--- config.mk ---
export PLATFORM = sky130hd
export DESIGN_NAME = bounded_set_table
export DESIGN_NICKNAME = d
export VERILOG_FILES = /design/src/hw/rtl/bst_pkg.sv /design/src/hw/rtl/bst_entry_ram.sv /design/src/hw/rtl/bounded_set_table.sv
export SDC_FILE = /design/constraint.sdc
export NUM_CORES = 1
export LEC_CHECK = 0
export ABC_AREA = 0
export CAP_MARGIN = 20
export CORE_MARGIN = 4
export CORE_UTILIZATION = 55
export DETAILED_ROUTE_END_ITERATION = 16
export DONT_BUFFER_PORTS = 1
export PLACE_DENSITY_LB_ADDON = 0.08
export SYNTH_ARGS = -nofsm -noshare
export SYNTH_HDL_FRONTEND = slang
export SYNTH_SLANG_ARGS = --single-unit
--- constraint.sdc ---
create_clock -name clk -period 6.5 [get_ports clk]
set_input_delay 0.975 -clock clk [delete_from_list [all_inputs] [get_ports clk]]
set_output_delay 0.975 -clock clk [all_outputs]
set_load 0.005 [all_outputs]
--- src/hw/rtl/bst_pkg.sv ---
// shared constants, action codes and entry ram request type for the bounded set table
// no dependencies; imported by every module of the block
package bst_pkg;

  localparam int CAPACITY       = 16;
  localparam int ITEM_BITS      = 32;
  localparam int VALUE_BITS     = 32;
  localparam int ACTION_BITS    = 2;
  localparam int COUNT_OUT_BITS = 5;

  // stored key is the value masked to the item width
  localparam int KEY_BITS = (ITEM_BITS < VALUE_BITS) ? ITEM_BITS : VALUE_BITS;
  localparam int IDX_BITS = (CAPACITY > 1) ? $clog2(CAPACITY) : 1;
  localparam int CNT_BITS = $clog2(CAPACITY + 1);

  typedef enum logic [ACTION_BITS-1:0] {
    ACT_ADD    = 2'd0,
    ACT_REMOVE = 2'd1,
    ACT_TEST   = 2'd2,
    ACT_CLEAR  = 2'd3
  } action_t;

  // one write port and one read port of the entry ram
  typedef struct packed {
    logic                wr_en;
    logic [IDX_BITS-1:0] wr_addr;
    logic [KEY_BITS-1:0] wr_data;
    logic [IDX_BITS-1:0] rd_addr;
  } ram_req_t;

endpackage

--- src/hw/rtl/bst_entry_ram.sv ---
// entry storage of the bounded set table: one write port, one registered read port
// depends on bst_pkg for widths and the request struct
module bst_entry_ram (
  input  logic                         clk,
  input  bst_pkg::ram_req_t            req,
  output logic [bst_pkg::KEY_BITS-1:0] rd_data
);
  import bst_pkg::*;

  logic [KEY_BITS-1:0] mem [CAPACITY];

  // write port
  always_ff @(posedge clk) begin
    if (req.wr_en) begin
      mem[req.wr_addr] <= req.wr_data;
    end
  end

  // read port, registered
  always_ff @(posedge clk) begin
    rd_data <= mem[req.rd_addr];
  end

endmodule

--- src/hw/rtl/bounded_set_table.sv ---
// bounded set table top level: sequencer over the entry ram, fill count and result register
// depends on bst_pkg and bst_entry_ram
//
//   channel  | handshake                  | payload
//   ---------+----------------------------+------------------------------
//   item     | item_valid / item_ready     | action, value
//   result   | result_valid / result_ready | ok, entry_count, is_empty
//
// clear goes from transfer straight to the result state; add, remove and test first search
// the entries held; a remove that hits any entry but the last then moves the last entry there.
// the search reads one entry per cycle through the single read port of the entry ram.
// rst clears the fill count and control state; the entry ram has no reset and needs none.
// a new item is taken while a finished result still waits; the next result then holds
// until the result register is free.
module bounded_set_table (
  input  logic                               clk,
  input  logic                               rst,
  input  logic                               item_valid,
  output logic                               item_ready,
  input  logic [bst_pkg::ACTION_BITS-1:0]    action,
  input  logic [bst_pkg::VALUE_BITS-1:0]     value,
  output logic                               result_valid,
  input  logic                               result_ready,
  output logic                               ok,
  output logic [bst_pkg::COUNT_OUT_BITS-1:0] entry_count,
  output logic                               is_empty
);
  import bst_pkg::*;

  typedef enum logic [4:0] {
    S_IDLE    = 5'b00001,
    S_SEARCH  = 5'b00010,
    S_MOVE_RD = 5'b00100,
    S_MOVE_WR = 5'b01000,
    S_RESULT  = 5'b10000
  } state_t;

  state_t              state, state_next;
  logic [CNT_BITS-1:0] fill_count, fill_count_next;
  logic [CNT_BITS-1:0] issue_cnt, issue_cnt_next;
  logic                rd_pend, rd_pend_next;
  logic [IDX_BITS-1:0] rd_slot, rd_slot_next;
  logic [IDX_BITS-1:0] hit_slot, hit_slot_next;
  logic                res_ok, res_ok_next;
  action_t             act, act_next;
  logic [KEY_BITS-1:0] key, key_next;

  ram_req_t            ram_req;
  logic [KEY_BITS-1:0] rd_data;
  logic                hit;
  logic [IDX_BITS-1:0] last_idx;
  logic                res_load;

  bst_entry_ram u_entry_ram (
    .clk     (clk),
    .req     (ram_req),
    .rd_data (rd_data)
  );

  assign item_ready = (state == S_IDLE);
  assign hit        = rd_pend && (rd_data == key);
  assign last_idx   = IDX_BITS'(fill_count - 1'b1);
  assign res_load   = (state == S_RESULT) && (!result_valid || result_ready);

  // sequencer: search, then write back where an add or a remove needs it; clear skips the search
  always_comb begin
    state_next      = state;
    fill_count_next = fill_count;
    issue_cnt_next  = issue_cnt;
    rd_pend_next    = 1'b0;
    rd_slot_next    = rd_slot;
    hit_slot_next   = hit_slot;
    res_ok_next     = res_ok;
    act_next        = act;
    key_next        = key;
    ram_req         = '0;
    ram_req.rd_addr = IDX_BITS'(issue_cnt);
    case (state)
      S_IDLE: begin
        if (item_valid) begin
          act_next       = action_t'(action);
          key_next       = value[KEY_BITS-1:0];
          issue_cnt_next = '0;
          if (action_t'(action) == ACT_CLEAR) begin
            fill_count_next = '0;
            res_ok_next     = 1'b1;
            state_next      = S_RESULT;
          end else begin
            state_next = S_SEARCH;
          end
        end
      end
      S_SEARCH: begin
        if (hit) begin
          // value found at rd_slot
          if (act == ACT_REMOVE) begin
            if (rd_slot == last_idx) begin
              fill_count_next = fill_count - 1'b1;
              res_ok_next     = 1'b1;
              state_next      = S_RESULT;
            end else begin
              hit_slot_next = rd_slot;
              state_next    = S_MOVE_RD;
            end
          end else begin
            res_ok_next = (act == ACT_TEST);
            state_next  = S_RESULT;
          end
        end else if (issue_cnt == fill_count) begin
          // every filled entry compared, no match
          res_ok_next = 1'b0;
          if (act == ACT_ADD && fill_count < CNT_BITS'(CAPACITY)) begin
            ram_req.wr_en   = 1'b1;
            ram_req.wr_addr = IDX_BITS'(fill_count);
            ram_req.wr_data = key;
            fill_count_next = fill_count + 1'b1;
            res_ok_next     = 1'b1;
          end
          state_next = S_RESULT;
        end else begin
          // issue the next entry read
          rd_pend_next   = 1'b1;
          rd_slot_next   = IDX_BITS'(issue_cnt);
          issue_cnt_next = issue_cnt + 1'b1;
        end
      end
      S_MOVE_RD: begin
        ram_req.rd_addr = last_idx;
        state_next      = S_MOVE_WR;
      end
      S_MOVE_WR: begin
        // last entry fills the hole
        ram_req.wr_en   = 1'b1;
        ram_req.wr_addr = hit_slot;
        ram_req.wr_data = rd_data;
        fill_count_next = fill_count - 1'b1;
        res_ok_next     = 1'b1;
        state_next      = S_RESULT;
      end
      S_RESULT: begin
        if (!result_valid || result_ready) begin
          state_next = S_IDLE;
        end
      end
      default: begin
        state_next = S_IDLE;
      end
    endcase
  end

  // control state
  always_ff @(posedge clk) begin
    if (rst) begin
      state      <= S_IDLE;
      fill_count <= '0;
      rd_pend    <= 1'b0;
    end else begin
      state      <= state_next;
      fill_count <= fill_count_next;
      rd_pend    <= rd_pend_next;
    end
  end

  // working registers
  always_ff @(posedge clk) begin
    issue_cnt <= issue_cnt_next;
    rd_slot   <= rd_slot_next;
    hit_slot  <= hit_slot_next;
    res_ok    <= res_ok_next;
    act       <= act_next;
    key       <= key_next;
  end

  // result register
  always_ff @(posedge clk) begin
    if (rst) begin
      result_valid <= 1'b0;
    end else if (res_load) begin
      result_valid <= 1'b1;
    end else if (result_ready) begin
      result_valid <= 1'b0;
    end
  end

  always_ff @(posedge clk) begin
    if (res_load) begin
      ok          <= res_ok;
      entry_count <= COUNT_OUT_BITS'(fill_count);
      is_empty    <= (fill_count == '0);
    end
  end

endmodule

## After elaboration in Yosys (flattened, before gate mapping)

Memory sizes are Yosys's and may differ from the RTL's. A register that Yosys moved wholly into a read port is not among the register bits.
Cells that the tools add are included.

- Input bits: 38
- Output and inout bits: 9
- RAM bits: 512
- Register bits: 67
- Memories kept: 1

- Mux-type cells: 38
- Add/sub/neg operators: 3
- $lt $le $gt $ge: 1
- Equality and inequality tests: 21
- Bitwise logic cells: 4
- Reductions and logical operators: 18

Memory list:

| memory | depth | width | read ports | clocked after Yosys merged registers in | wr ports | line | text |
|---|---|---|---|---|---|---|---|
| u_entry_ram.mem | 16 | 32 | 1 | 1 | 1 | bst_entry_ram.sv:10 | `logic [KEY_BITS-1:0] mem [CAPACITY];` |

Operators with widths:

| cell | number |
|---|---|
| 37-bit 2-to-1 mux | 3 |
| 5-bit 2-to-1 mux | 17 |
| 37-bit case mux with 2 select lines | 1 |
| 32-bit == test | 1 |
| 5-bit case mux with 5 select lines | 1 |
| 5-bit case mux with 3 select lines | 1 |
| 1-bit 2-to-1 mux | 12 |
| 3-bit != test, second input constant | 4 |
| 5-bit by 1-bit adder with 5-bit output, second input constant | 2 |
| 5-bit case mux with 2 select lines | 1 |
| 4-bit AND reduction | 2 |
| 7-bit AND reduction | 1 |
| 2-bit != test, second input constant | 3 |
| 3-bit AND reduction | 2 |
| 5-bit by 1-bit == test with 1-bit output, second input constant | 1 |
| 5-bit by 2-bit == test with 1-bit output, second input constant | 1 |
| 5-bit by 3-bit == test with 1-bit output, second input constant | 1 |
| 5-bit by 4-bit == test with 1-bit output, second input constant | 1 |
| 5-bit == test | 1 |
| 5-bit == test, second input constant | 1 |
| 5-bit logical NOT | 1 |
| 5-bit < comparator, second input constant | 1 |
| 5-bit AND reduction | 1 |
| 5-bit by 1-bit subtractor with 5-bit output, second input constant | 1 |
| other kinds (16) | 24 |

## Longest topological paths before layout

- Depth after elaboration: 8
- Depth in mapped cells: 11
- Gate-level depth less buffers: 9

## Modules after synthesis

A second synthesis with hierarchy kept.

- Cells, all modules: 1148
- Area total of the unflattened synthesis: 23408.7 um^2

Modules (own cells, without submodules):

| module | cells an instance | seq. area each (um^2) | area each (um^2) | instances |
|---|---|---|---|---|
| bst_entry_ram | 838 | 16015.4 | 19835.3 | 1 |
| bounded_set_table | 310 | 1891.8 | 3573.4 | 1 |

## Worst setup path before layout

Ideal clock, no wire load.

- Kind: register -> register
- Start point: register key[5]
- End point: memory u_entry_ram.mem[0][0] (netlist name) (enable)
- Clock period less this slack: 3653 ps
- Arrival time: 3232 ps
- Path slack: 2847 ps
- Cell stages (with the launch flop): 10
- Path through: edfxtp_1 -> xor2_1 -> or4b_1 -> nor2_1 -> and3_1 -> nor3_2 -> buf_2 -> o21ai_1 -> o211ai_1 -> nor2_1

- Longest elaborated chain between the ends: 6

Ends and longest elaborated chain:

| element | line | text |
|---|---|---|
| from (decl) | bounded_set_table.sv:46 | `logic [KEY_BITS-1:0] key, key_next;` |
| from (signal assigned) | bounded_set_table.sv:171 | `key <= key_next;` |
| 32-bit == test * | bounded_set_table.sv:61 | `assign hit = rd_pend && (rd_data == key);` |
| 1-bit logical AND * | bounded_set_table.sv:61 |  |
| 37-bit 2-to-1 mux * | bounded_set_table.sv:94 | `if (hit) begin` |
| 37-bit case mux with 2 select lines * | bounded_set_table.sv:78 | `case (state)` |
| 1-bit 2-to-1 mux | bst_entry_ram.sv:14 | `if (req.wr_en) begin` |
| 1-bit 2-to-1 mux (implied by the code) | bst_entry_ram.sv:15 | `mem[req.wr_addr] <= req.wr_data;` |
| to (decl) | bst_entry_ram.sv:10 |  |

Mark *: on every way between the ends. The rest lies on a longest branch, timed or not.

## Worst setup path after layout

- Start point: register key[24]
- End point: memory u_entry_ram.mem[0][16] (netlist name) (enable)

Same word-level chain as after synthesis.

==> summary.txt <==
Cells and area
  • Fillers: 3,215
  • Layout cells sized above 1: 0.0895
  • Area delta synth->final: 11.5%
  • Final #Nets: 1,749

Routing
  • Wirelength, routed: 56.7 mm
  • Vias: 14,332
  • Detail Route Antenna Nets: 0
  • Via/cell ratio: 6.10
  • 1st-iter DRT viols: 1,356
  • DR pass1 iterations: 6
  • DRC viols: 0
  • Wirelength per Cell: 24.1 µm

Placement
  • Post-DP HPWL: 31.8 mm
  • IO buf count: 0
  • GP Congestion: 0.799

Die
  • Rows: 76
  • Area of the core: 0.0435 mm²
  • Die width: 219 µm
  • Initial core utilization: 0.562
  • Die Y: 219 µm
  • Io pins: 47
  • Die area: 0.0478 mm²

Pwr
  • Leak: 7.99 nW
  • Seq pwr share: 0.523
  • Worst VDD drop: 0.228 mV
  • Pwr dens: 305 mW/mm²
  • Combinational share of power: 0.062
  • P_int: 6.52 mW
  • NetSw: 1.78 mW
  • Switching share of total power: 0.214
  • Clk pwr share: 0.415

Yosys
  • Compound-Gate Fraction of Synth Area: 0.126
  • Ys async rst share: 0
  • Top-count cell post-synth: edfxtp_1
  • Synth area leaders: edfxtp_1, a211oi_1, nand2_1, dfxtp_1, and2_1
  • Synth Warn #: 0
  • Adder-Cell Fraction of Synth Area: 0.00307
  • Post-synthesis mux area share: 0.00149
  • Fraction of the mapped netlist area in simple logic gates: 0.0953
  • Post-Synth XOR/XNOR Area: 0.0169
  • FF+latch count, synth: 611
  • Top-area cell type share of the netlist area: 0.697
  • Mapped Area: 0.0244 mm²
  • Syn_area_per_cell: 14.2 µm²
  • EDFF count, synth: 567
  • Gate Count Post-Synth: 1,723
  • Syn nets: 1,767
  • Largest family of logic cells by synthesized area: compound AO/OA/AOI/OAI gates
  • Synth unique cells: 59
  • Register area share after synthesis: 0.733
  • Area leader, netlist: edfxtp_1
  • Main flop type after synthesis: edfxtp_1
  • Synth top cells by count: edfxtp_1, nand2_1, a211oi_1

Timing
  • Highest clock rate: 249 MHz
  • Ratio of final minimum period to clock period: 0.619
  • Min Hold Slack: 0.424 ns
  • Final min period: 4.02 ns
  • Slew Limit Fails: 0
  • Fin. Hold Viols: 0
  • Slew margin rel.: 0.298
  • Setup_tns: 0 ns
  • Least-Margin Pin Slew: 1.05 ns
  • Skew final: 0.0217 ns
  • # setup viols final: 0
  • RSZ-0062 raised after global routing: false

CTS
  • CTS Hold Bufs: 0
  • Total CTS buffers: 61
  • Root Buffer: clkbuf_16
  • CTS sink count: 611
  • Clock Path Buffers: 3
  • Worst-path clk slew: 0.06 ns
  • Worst-Skew Late Latency: 0.62 ns
  • Resize count post-CTS: 0
  • CTS tree: yes
  • H-Tree Depth: 2
  • Setup repair bufs after CTS: 0

Worst setup path
  • CP arrival: 4.30 ns
  • Worst path most repeated cell: buf_4
  • Startpoint types: flip-flop
  • Setup CP Type: flip-flop to flip-flop
  • CP max stage cell: nor2_4
  • Crit-path cells: xnor2_1 -> nand4_1 -> nor4b_1 -> and3_1 -> nor3_4 -> buf_4 -> o21ai_1 -> o211ai_1 -> nor2_4 -> buf_4
  • Setup crit end kind: flip-flop
  • Reg2reg path depth: 10
  • Max stage delay on crit path: 0.69 ns
  • Worst Path Required: 6.78 ns
  • Crit path max fanout: 39

Job
  • Max_cap viols: 0

Status
  • Outcome: finished clean

Global route
  • All-layer global routing usage: 0.237
  • Overflow after GRT: 0
  • Global-route wire length before repair: 85.2 mm
  • Vias in the first global route: 13,713
  • Largest net degree at the start of global routing: 118
  • Initial antenna violation count: 15

Min path
  • Hold Path Class: input pin to flip-flop
  • Hold Path Depth: 1
[registers in the layout, indices dropped and copies added, names as in the netlist]
name	flops
fill_count	5
u_entry_ram.mem	512
state	5
res_ok	1
rd_pend	1
u_entry_ram.rd_data	32
rd_slot	4
issue_cnt	5
ok	1
result_valid	1
is_empty	1
key	32
hit_slot	4
act	2
entry_count	5
[worst max-delay path, delay by kind of cell (launching register included)]
kind	cells	cell delay, ns
AOI/OAI and AO/OA	2	0.49
and+or+nand+nor	5	1.75
xor gates and xnor gates	1	0.30
buffers and inverters	2	0.71
DFF	1	0.41
[metrics by stage]
step	instance area [µm²]	setup slack (ns)	std cells	util	power (mW)
finish	27200	2.48	2349	0.627	8.30
global placement	25100	2.52	2223	0.578	4.93
floorplan	24400	2.85	1723	-	4.79
detailed placement	25200	2.48	2225	0.580	4.94
CTS	27200	2.46	2338	0.625	8.38
global route	27200	2.29	2345	0.626	8.60
[area by class of cell]
class	instances	area [µm²]	share of cell area
timing repair buffer	40	433	0.0159
inverter	12	45.0	0.00165
tap	585	732	0.0269
antenna	9	22.5	0.000827
multi-input combinational	979	6110	0.224
sequential	611	17900	0.658
clock buffer	97	1790	0.0659
clock inverter	16	184	0.00676
[placed cells by master, fill, tap and decap left out, types with 4 or more instances in the layout]
master     netlist  layout
buf_4            7      30
a21oi_1         76      74
bufinv_16        0       4
a32oi_1          4       4
inv_1           12      11
nor3_1           6       6
a22o_1          33      33
clkbuf_16        0      63
buf_12           0       9
o21ai_1          5       5
a311oi_1        64      64
clkbuf_8         0       9
ha_1             6       6
nand4_1         11      11
a21oi_4          0       4
nand3_1          9       9
a31oi_1         66      66
clkbuf_1        65      25
nand2_1        274     274
xnor2_1         34      34
diode_2          0       9
edfxtp_1       567     567
a211oi_1       160     160
xor2_1          13      13
nor2_1          38      22
nor2_4           0      16
dfxtp_1         44      44
and2_1         131     131
clkinv_2         0       7
[metal layers]
metal  global-route usage  up-vias  part of all wire
li1                     -     6583                 -
met2                0.384      466              0.49
met5                    0        -           0.00071
met1                0.337     7183              0.43
met3               0.0348       94             0.060
met4               0.0691        6             0.023
[cells by family after synthesis]
kind of cell	after synthesis
DFF	611
and+or+nand+nor	494
AOI/OAI and AO/OA	429
buffers and inverters	133
xor gates and xnor gates	47
adders and majority gates	6
muxes	3
[path summary, 6_finish.rpt]
check	startpoint	endpoint	slack, ns
min	rst	state[2]	0.42
max	key[24]	u_entry_ram.mem[0][16]	2.48
min reg2reg	res_ok	ok	0.43
max reg2reg	key[24]	u_entry_ram.mem[0][16]	2.48
[power groups by stage]
stage | sequential (mW) | clock [mW] | combinational, mW
after CTS | 4.34 | 3.53 | 0.517
after floorplan | 4.41 | 0 | 0.386
after global placement | 4.42 | 0 | 0.510
after global routing | 4.35 | 3.68 | 0.569
final | 4.34 | 3.45 | 0.515
after detailed placement | 4.42 | 0 | 0.514
No activity file was read; power rests on OpenSTA's default activity.
